## config.mk

```make
export PLATFORM = sky130hd
export DESIGN_NAME = ptef_recip
export DESIGN_NICKNAME = d
export VERILOG_FILES = /design/src/ptef_pkg.sv /design/src/ptef_recip.sv
export SDC_FILE = /design/constraint.sdc
export NUM_CORES = 1
export LEC_CHECK = 0
export ABC_CLOCK_PERIOD_IN_PS = 4450
export BUFFER_PORTS_ARGS = -buffer_cell sky130_fd_sc_hd__buf_2
export CAP_MARGIN = 5
export CELL_PAD_IN_SITES_DETAIL_PLACEMENT = 2
export CELL_PAD_IN_SITES_GLOBAL_PLACEMENT = 2
export CORE_UTILIZATION = 30
export CTS_CLUSTER_DIAMETER = 30
export CTS_CLUSTER_SIZE = 20
export DETAILED_ROUTE_END_ITERATION = 8
export PLACE_DENSITY_LB_ADDON = 0.12
export SYNTH_ARGS = -nofsm -noshare
export SYNTH_HDL_FRONTEND = slang
export SYNTH_SLANG_ARGS = --single-unit
```

## constraint.sdc

```tcl
create_clock -name clk -period 4.45 [get_ports clk]
set_input_delay 0.89 -clock clk [delete_from_list [all_inputs] [get_ports clk]]
set_output_delay 0.89 -clock clk [all_outputs]
set_load 0.05 [all_outputs]
```

## src/ptef_pkg.sv

```systemverilog
// Shared types and constants of the temporal echo filter.
// No dependencies; used by the core, the reciprocal unit and the checker.
package ptef_pkg;

	typedef struct packed {
		logic [15:0] pixel_index;
		logic [7:0]  y_in;
		logic [7:0]  u_in;
		logic [7:0]  v_in;
	} pix_in_t;

	typedef struct packed {
		logic [7:0] y_out;
		logic [7:0] u_out;
		logic [7:0] v_out;
	} pix_out_t;

	typedef enum logic [0:0] {
		REG_INTENSITY = 1'b0,
		REG_DECAY     = 1'b1
	} reg_idx_t;

	localparam logic [7:0]  INTENSITY_RESET = 8'd255;
	localparam logic [8:0]  DECAY_RESET     = 9'd16;
	localparam logic [8:0]  DECAY_MAX       = 9'd256;

	localparam int LACC_W = 16;
	localparam int CACC_W = 17;
	localparam int ACC_W  = LACC_W + 2 * CACC_W;

	// reciprocal of the decay, 2^32 scaled
	localparam int RECIP_W = 32;

	// x / 255 as (x * 0x8081) >> 23, exact for x below 2^15
	localparam logic [15:0] RECIP255      = 16'h8081;
	localparam int          DIV255_SHIFT  = 23;

endpackage

```

## src/ptef_recip.sv

```systemverilog
// Bit-serial reciprocal of the decay: recip = floor((2^32 - 1) / d) + 1.
// Depends on ptef_pkg for the reciprocal width.
module ptef_recip (
	input  logic                         clk,
	input  logic                         arst_n,
	input  logic                         start,
	input  logic [8:0]                   divisor,
	output logic                         busy,
	output logic [ptef_pkg::RECIP_W-1:0] recip
);

	localparam int CNT_W = $clog2(ptef_pkg::RECIP_W + 1);

	logic [CNT_W-1:0]             cnt_q;
	logic [8:0]                   rem_q;
	logic [ptef_pkg::RECIP_W-1:0] quo_q;
	logic [ptef_pkg::RECIP_W-1:0] recip_q;
	logic [9:0]                   trial;
	logic                         fits;
	logic [9:0]                   rem_next;

	// dividend is all ones, so every step shifts in a one
	assign trial    = {rem_q, 1'b1};
	assign fits     = (trial >= {1'b0, divisor});
	assign rem_next = fits ? (trial - {1'b0, divisor}) : trial;

	always_ff @(posedge clk or negedge arst_n) begin
		if (!arst_n) begin
			cnt_q <= CNT_W'(ptef_pkg::RECIP_W);
			rem_q <= '0;
		end else if (start) begin
			cnt_q <= CNT_W'(ptef_pkg::RECIP_W);
			rem_q <= '0;
		end else if (cnt_q != '0) begin
			cnt_q <= cnt_q - CNT_W'(1);
			rem_q <= rem_next[8:0];
		end
	end

	always_ff @(posedge clk) begin
		if (!start && cnt_q != '0) begin
			quo_q <= {quo_q[ptef_pkg::RECIP_W-2:0], fits};
			if (cnt_q == CNT_W'(1)) begin
				recip_q <= {quo_q[ptef_pkg::RECIP_W-2:0], fits} + ptef_pkg::RECIP_W'(1);
			end
		end
	end

	assign busy  = (cnt_q != '0);
	assign recip = recip_q;

endmodule

```

== Word-level counts from Yosys, hierarchy flattened ==
Cells that the tools add are included.
Word-level totals
  register bits after elaboration: 78
  input port bits: 12
  output and inout bits: 33
  logic and storage cells: 19
Cells by class
  $add $sub $neg: 3
  magnitude comparators: 1
  eq/ne operators: 1
  mux-type cells: 5
  reductions and logical operators: 5
Operators by type and width (number)
  $add 32x1->32 const B: 1
  $mux 9: 3
  $mux 6: 2
  $ge 10x9->1: 1
  $sub 9x9->9: 1
  $eq 6x1->1 const B: 1
  $reduce_bool 6->1: 1
  $sub 6x1->6 const B: 1
  $reduce_and 2->1: 1
  $reduce_bool 2->1: 1
  $logic_and 1x1->1: 1
  $logic_not 1->1: 1

== Depth between registers and ports, before layout ==
Gate-level depths: netlist of run 1.
  depth after elaboration: 4
  mapped depth: 13
  gate-level depth less buffers: 12

== Least setup slack after synthesis of run 1 ==
No wires, ideal clock.
  path kind: input -> register
  start point: input divisor[5]
  end point: register recip_q, in the netlist recip[20] (data pin)
  setup time: 258 ps
  arrival: 3441 ps
  data required time: 4192 ps
  setup slack: 752 ps
  stages: 13
  path buffers: 1
  cells stage by stage: inv_1 ha_1 nand2_1 a2111oi_4 o21ai_2 buf_2 nand2_1 ha_1 and3_1 nand4_1 nor3_1 nand4_1 xnor2_1
Between the ends
  cells in the longest elaborated chain, start to end: 2
Ends and longest elaborated chain
  start, declared: line ptef_recip.sv:7  | input logic [8:0] divisor,
  $ge 10x9->1: line ptef_recip.sv:24  | assign fits = (trial >= {1'b0, divisor});
  net fits: line ptef_recip.sv:19  | logic fits;
  $add 32x1->32: line ptef_recip.sv:44  | recip_q <= {quo_q[ptef_pkg::RECIP_W-2:0], fits} + ptef_pkg::RECIP_W'(1);
  end signal, assigned: line ptef_recip.sv:44
  end, declared: line ptef_recip.sv:17  | logic [ptef_pkg::RECIP_W-1:0] recip_q;
The timed path passes the listed nets, and every way through them passes these cells.
A chain may end at the register's enable or synchronous reset.

== Final worst setup path of run 1 ==
Ends and elaborated chain as after synthesis.

==> results.sh, run 1 <==
export IMPL_status="complete, no violations"
export IMPL_num_vias=2659
export IMPL_clk_pin_slew_ns=0.06
export IMPL_rows=40
export IMPL_clock_skew_ns=0.00583
export IMPL_cts_inserted_buffers=9
export IMPL_drv_cap=0
export IMPL_path_delay_family="simple AND/OR/NAND/NOR gates"
export IMPL_holdWs_ns=0.469
export IMPL_synth_warnings=0
export IMPL_clk_path_buf_depth=2
export IMPL_synth_flop_cell="edfxtp_1"
export IMPL_critical_path_class="in2reg"
export IMPL_fin_setup_tns_ns=0
export IMPL_rsz0062_at_grt="no"
export IMPL_drtPass1Iterations=4
export IMPL_tritoncts="done"
export IMPL_syn_area_per_cell_um2=12.3
export IMPL_numPortBuffers=44
export IMPL_htree_num_levels=3
export IMPL_nFillCells=1319
export IMPL_final_common_cell="edfxtp_1"
export IMPL_ys_top_cells_by_area="edfxtp_1 50%, dfrtp_1 9.2%, xor2_1 4.6%"
export IMPL_cts_resized=0
export IMPL_clkLatencyLatePin_ns=0.34
export IMPL_p_clk_share_pct=32.5
export IMPL_leakage_nw=1.75
export IMPL_avgRoutedWirePerCell_um=18.3
export IMPL_combPwrFrac_pct=23.3
export IMPL_cts_root_buf="clkbuf_16"
export IMPL_crit_buf_inv=2
export IMPL_p_sw_share_pct=32.0
export IMPL_track_usage_pct=16.1
export IMPL_io_pins=45
export IMPL_dieArea_um2=13200
export IMPL_final_nets=388
export IMPL_period_minus_slack_ns=3.79
export IMPL_p_sw_uw=773
export IMPL_cts_sinks=78
export IMPL_start_kind="primary input"
export IMPL_grt_pass1_wl_mm=15.5
export IMPL_async_reset_ff_share_pct=19.2
export IMPL_max_slew_margin_pct=53.2
export IMPL_hold_violations=0
export IMPL_path_max_fanout=5
export IMPL_grt_max_degree=31
export IMPL_yosys_register_bits=78
export IMPL_slowest_stage="nor3_1"
export IMPL_multi_input_area_um2=1440
export IMPL_yosys_area_top_type="edfxtp_1"
export IMPL_p_int_mw=1.64
export IMPL_regArea_um2=2270
export IMPL_dp_cells=520
export IMPL_die_w_um=115
export IMPL_end_kind="flip-flop"
export IMPL_instances_no_fill=536
export IMPL_period_share_pct=85.2
export IMPL_arrival_ns=3.88
export IMPL_seqPwrFrac_pct=44.2
export IMPL_core_area_um2=12200
export IMPL_synth_distinct_cells=50
export IMPL_vdd_drop_max_mv=0.167
export IMPL_path_cells="buf_2, inv_1, ha_1, nand2_1, a2111oi_4, o21ai_2, nand2_1, ha_1, and3_1, nand4_1, nor3_1, nand4_1, xnor2_1"
export IMPL_finalMaxSlewViolations=0
export IMPL_syn_num_nets=335
export IMPL_synth_edff_count=63
export IMPL_worst_endpoint_required_ns=4.54
export IMPL_synth_top_area_share_pct=49.6
export IMPL_drt_first_iter_violations=98
export IMPL_most_common_layout_cells="63 x edfxtp_1, 44 x buf_2, 25 x nor2_1, 22 x nand2_1, 21 x inv_1"
export IMPL_vias_per_cell=4.96
export IMPL_max_freq_ghz=0.264
export IMPL_antenna_found_initial=0
export IMPL_grt_ovfl_total=0
export IMPL_hold_class="in2async"
export IMPL_cts_setup_buffers=0
export IMPL_wl_mm=9.79
export IMPL_power_mw=2.41
export IMPL_drc=0
export IMPL_final_util_pct=37.4
export IMPL_drive_above_1_share_pct=19.0
export IMPL_syn_area_um2=3820
export IMPL_power_density_nw_per_um2=528
export IMPL_die_h_um=115
export IMPL_drtAntennaViolNets=0
export IMPL_area_growth_pct=19.7
export IMPL_max_stage_delay_ns=0.59
export IMPL_synth_seq_area_share_pct=59.4
export IMPL_postSynthCellCount=310
export IMPL_start_util_pct=31.3
export IMPL_diodes=0
export IMPL_hpwlAfterDp_mm=7.02
export IMPL_setup_viol=0
export IMPL_tightest_slew_ns=0.701
export IMPL_grt_pass1_vias=2865
export IMPL_gp_congestion=0.739
export IMPL_cts_hold_buf=0
==> sequential cells by signal, indices dropped and copies added (netlist names) <==
signal / count
cnt_q: 6
recip: 32
rem_q: 9
quo_q: 31
==> layer usage <==
layer  wire length [µm]  GRT usage [%]
met4                112           5.71
met2               4630           26.3
met5                  0              0
met1               4830           21.2
met3                220           3.37
==> power groups by stage <==
| stage | registers, mW | clock network [mW] | logic, mW |
|---|---|---|---|
| after detailed placement | 1.08 | 0 | 0.571 |
| final | 1.07 | 0.784 | 0.563 |
| after global routing | 1.09 | 0.833 | 0.625 |
| after global placement | 1.08 | 0 | 0.554 |
| after floorplan | 1.06 | 0 | 0.391 |
| after CTS | 1.07 | 0.803 | 0.576 |
==> worst paths after layout <==
kind                       startpoint   endpoint  slack (ns)  cells past startpoint
setup / recovery           divisor[5]  recip[20]        0.66                     13
max in group asynchronous      arst_n   cnt_q[5]        3.66                      1
hold reg to reg             quo_q[16]  quo_q[17]        0.50                      0
min in group clk            quo_q[16]  quo_q[17]        0.50                      0
setup reg to reg             rem_q[4]  recip[20]        0.86                     11
hold / removal                 arst_n   rem_q[4]        0.47                      1
==> worst reg2reg max path: stages, from the launching register on <==
cell and delay, ns:
dfrtp_1 0.43, ha_1 0.38, nand2_1 0.14, a2111oi_4 0.42, o21ai_2 0.11, nand2_1 0.19, ha_1 0.23, and3_1 0.23
nand4_1 0.27, nor3_1 0.59, nand4_1 0.21, xnor2_1 0.16
==> area by class of cell <==
cell class / count / share of cell area, %
clock buffers: 10 / 5.01
clock inverters: 6 / 1.89
well taps: 168 / 4.60
inverters: 21 / 1.73
repair buffers: 49 / 5.64
flip-flops and latches: 78 / 49.6
multi-input cells: 204 / 31.5
==> cells in the mapped netlist (2+ instances only) <==
cell type and n:
nand2_1 22, nand4_1 11, nor2_1 25, buf_2 3, and3_1 5, a21o_1 3
xnor2_1 15, xor2_1 20, ha_1 12, edfxtp_1 63, inv_1 21, a2111oi_1 4
a21oi_1 11, nand3_1 13, nor2b_1 3, o21ai_0 6, a211oi_1 7, nand3b_1 2
o31ai_1 3, nor3_1 5, a2111oi_2 2, clkbuf_1 4, dfrtp_1 14, and4_1 2
nand2b_1 4, a311oi_1 6
==> cell families (layout without fill, tap and decap cells) <==
logic type,after synthesis,in the layout,share of synthesized area [%]
multiplexers,1,1,0.262
adder cells (fa/ha/maj),13,13,4.46
AND/OR/NAND/NOR,99,99,13.1
XOR/XNOR,35,35,8.03
buffers and inverters,28,86,2.85
flip-flops,78,78,59.4
AO/OA/AOI/OAI,56,56,11.8
==> through the flow <==
stage               instance area [µm²]  worst slack [ns]
finish                             4570             0.660
global route                       4570             0.426
CTS                                4570             0.636
detailed placement                 4250             0.285
global placement                   4250             0.448
floorplan                          3820             0.752
No activity file was read; power rests on OpenSTA's default activity.
==> run 2, diff against run 1 <==
--- a/config.mk
+++ b/config.mk
@@ -8,8 +8,6 @@
 export ABC_CLOCK_PERIOD_IN_PS = 4450
 export BUFFER_PORTS_ARGS = -buffer_cell sky130_fd_sc_hd__buf_2
 export CAP_MARGIN = 5
-export CELL_PAD_IN_SITES_DETAIL_PLACEMENT = 2
-export CELL_PAD_IN_SITES_GLOBAL_PLACEMENT = 2
 export CORE_UTILIZATION = 30
 export CTS_CLUSTER_DIAMETER = 30
 export CTS_CLUSTER_SIZE = 20
==> run 2 against run 1 <==
Compared with the run above:
- first-iteration DRC count is 57% higher
- clock power down 5.7%
- non-clock buffer count is 1 lower
- sequential cell count unchanged
- combinational power is 4.4% lower
- critical path depth unchanged
- final cell count fell by 0.19%
- global-route usage decreased by 2.4 points
- fmax grew 3.7%
- sequential share of layout area up 0.23 points
- routed wire length down 16%
- worst hold slack improved by 0.0013 ns
- critical endpoint unchanged
==> results.sh, run 2 (synthesized netlist as in run 1, its figures left out) <==
export IMPL_grt_max_degree=33
export IMPL_avgRoutedWirePerCell_um=15.4
export IMPL_rows=40
export IMPL_start_kind="primary input"
export IMPL_tritoncts="done"
export IMPL_htree_num_levels=3
export IMPL_cts_root_buf="clkbuf_16"
export IMPL_antenna_found_initial=0
export IMPL_grt_ovfl_total=0
export IMPL_hold_violations=0
export IMPL_power_mw=2.33
export IMPL_gp_congestion=0.808
export IMPL_p_clk_share_pct=31.6
export IMPL_arrival_ns=3.74
export IMPL_area_growth_pct=19.2
export IMPL_seqPwrFrac_pct=45.3
export IMPL_clkLatencyLatePin_ns=0.34
export IMPL_final_nets=387
export IMPL_drtPass1Iterations=4
export IMPL_p_int_mw=1.60
export IMPL_clk_path_buf_depth=2
export IMPL_worst_endpoint_required_ns=4.53
export IMPL_core_area_um2=12200
export IMPL_clk_pin_slew_ns=0.06
export IMPL_period_share_pct=82.1
export IMPL_largest_register_ffs=32
export IMPL_power_density_nw_per_um2=513
export IMPL_max_freq_ghz=0.274
export IMPL_max_slew_margin_pct=53.4
export IMPL_cts_setup_buffers=0
export IMPL_end_kind="flip-flop"
export IMPL_grt_pass1_vias=2648
export IMPL_cts_hold_buf=0
export IMPL_wl_mm=8.22
export IMPL_rsz0062_at_grt="no"
export IMPL_path_max_fanout=5
export IMPL_grt_pass1_wl_mm=13.7
export IMPL_final_area_um2=4550
export IMPL_place_area_um2=4250
export IMPL_track_usage_pct=13.7
export IMPL_hpwlAfterDp_mm=5.60
export IMPL_post_place_ws_ns=0.435
export IMPL_regArea_um2=2270
export IMPL_fin_ws_ns=0.796
export IMPL_setup_viol=0
export IMPL_hold_class="in2async"
export IMPL_tightest_slew_ns=0.699
export IMPL_clock_skew_ns=0.00979
export IMPL_p_sw_share_pct=31.6
export IMPL_drive_above_1_share_pct=18.8
export IMPL_status="complete, no violations"
export IMPL_dieArea_um2=13200
export IMPL_die_w_um=115
export IMPL_period_minus_slack_ns=3.65
export IMPL_diodes=0
export IMPL_cts_resized=0
export IMPL_cts_sinks=78
export IMPL_leakage_nw=1.74
export IMPL_drc=0
export IMPL_numPortBuffers=44
export IMPL_combPwrFrac_pct=23.0
export IMPL_start_util_pct=31.3
export IMPL_final_common_cell="edfxtp_1"
export IMPL_most_common_layout_cells="63 x edfxtp_1, 44 x buf_2, 25 x nor2_1, 22 x nand2_1, 21 x inv_1"
export IMPL_critical_path_class="in2reg"
export IMPL_multi_input_area_um2=1440
export IMPL_io_pins=45
export IMPL_drv_cap=0
export IMPL_cts_inserted_buffers=9
export IMPL_vdd_drop_max_mv=0.232
export IMPL_nFillCells=1222
export IMPL_num_vias=2581
export IMPL_drtAntennaViolNets=0
export IMPL_vias_per_cell=4.82
export IMPL_p_sw_uw=737
export IMPL_drt_first_iter_violations=154
export IMPL_fin_setup_tns_ns=0
export IMPL_finalMaxSlewViolations=0
export IMPL_die_h_um=115
-- run 2: cell type report --
| class | count | area share, % |
|---|---|---|
| sequential | 78 | 49.9 |
| multi-input combinational | 204 | 31.6 |
| timing repair buffer | 48 | 5.50 |
| clock buffer | 11 | 5.34 |
| tap | 168 | 4.62 |
| inverter | 21 | 1.73 |
| clock inverter | 5 | 1.29 |
-- run 2: worst max-delay path, stage by stage --
cell and delay, ns:
buf_2 0.08, inv_1 0.04, ha_1 0.34, nand2_1 0.14, a2111oi_4 0.41, o21ai_2 0.10
nand2_1 0.17, ha_1 0.21, and3_1 0.21, nand4_1 0.25, nor3_1 0.57, nand4_1 0.18
xnor2_1 0.15
-- run 2: final timing paths --
| check | from | end | slack (ns) | cells after the start |
|---|---|---|---|---|
| setup / recovery | divisor[5] | recip[20] | 0.80 | 13 |
| hold / removal | arst_n | rem_q[2] | 0.47 | 1 |
| setup reg to reg | rem_q[4] | recip[20] | 1.03 | 11 |
| hold reg to reg | quo_q[16] | quo_q[17] | 0.47 | 0 |
| max in group asynchronous | arst_n | cnt_q[5] | 3.65 | 1 |
| min in group clk | quo_q[16] | quo_q[17] | 0.47 | 0 |
-- run 2: stage by stage --
step	hold slack (ns)	std cells	util [%]
after global placement	0.462	519	34.8
after global routing	0.490	535	37.2
final	0.471	535	37.2
after CTS	0.472	535	37.2
after floorplan	0.450	310	-
after detailed placement	0.462	519	34.8
-- run 2: layer usage --
layer / up-vias / GRT usage [%] / part of all wire (%)
met5: - / 0 / 0
met4: 0 / 5.37 / 1.7
met3: 13 / 3.90 / 6.4
met2: 69 / 20.8 / 44
met1: 1235 / 18.7 / 47
li1: 1264 / - / -
-- run 2: power groups by stage --
stage / clock (mW) / sequential, mW / combinational (mW)
global route: 0.789 / 1.08 / 0.609
global placement: 0 / 1.07 / 0.539
floorplan: 0 / 1.06 / 0.391
CTS: 0.764 / 1.06 / 0.541
detailed placement: 0 / 1.07 / 0.540
finish: 0.739 / 1.06 / 0.538
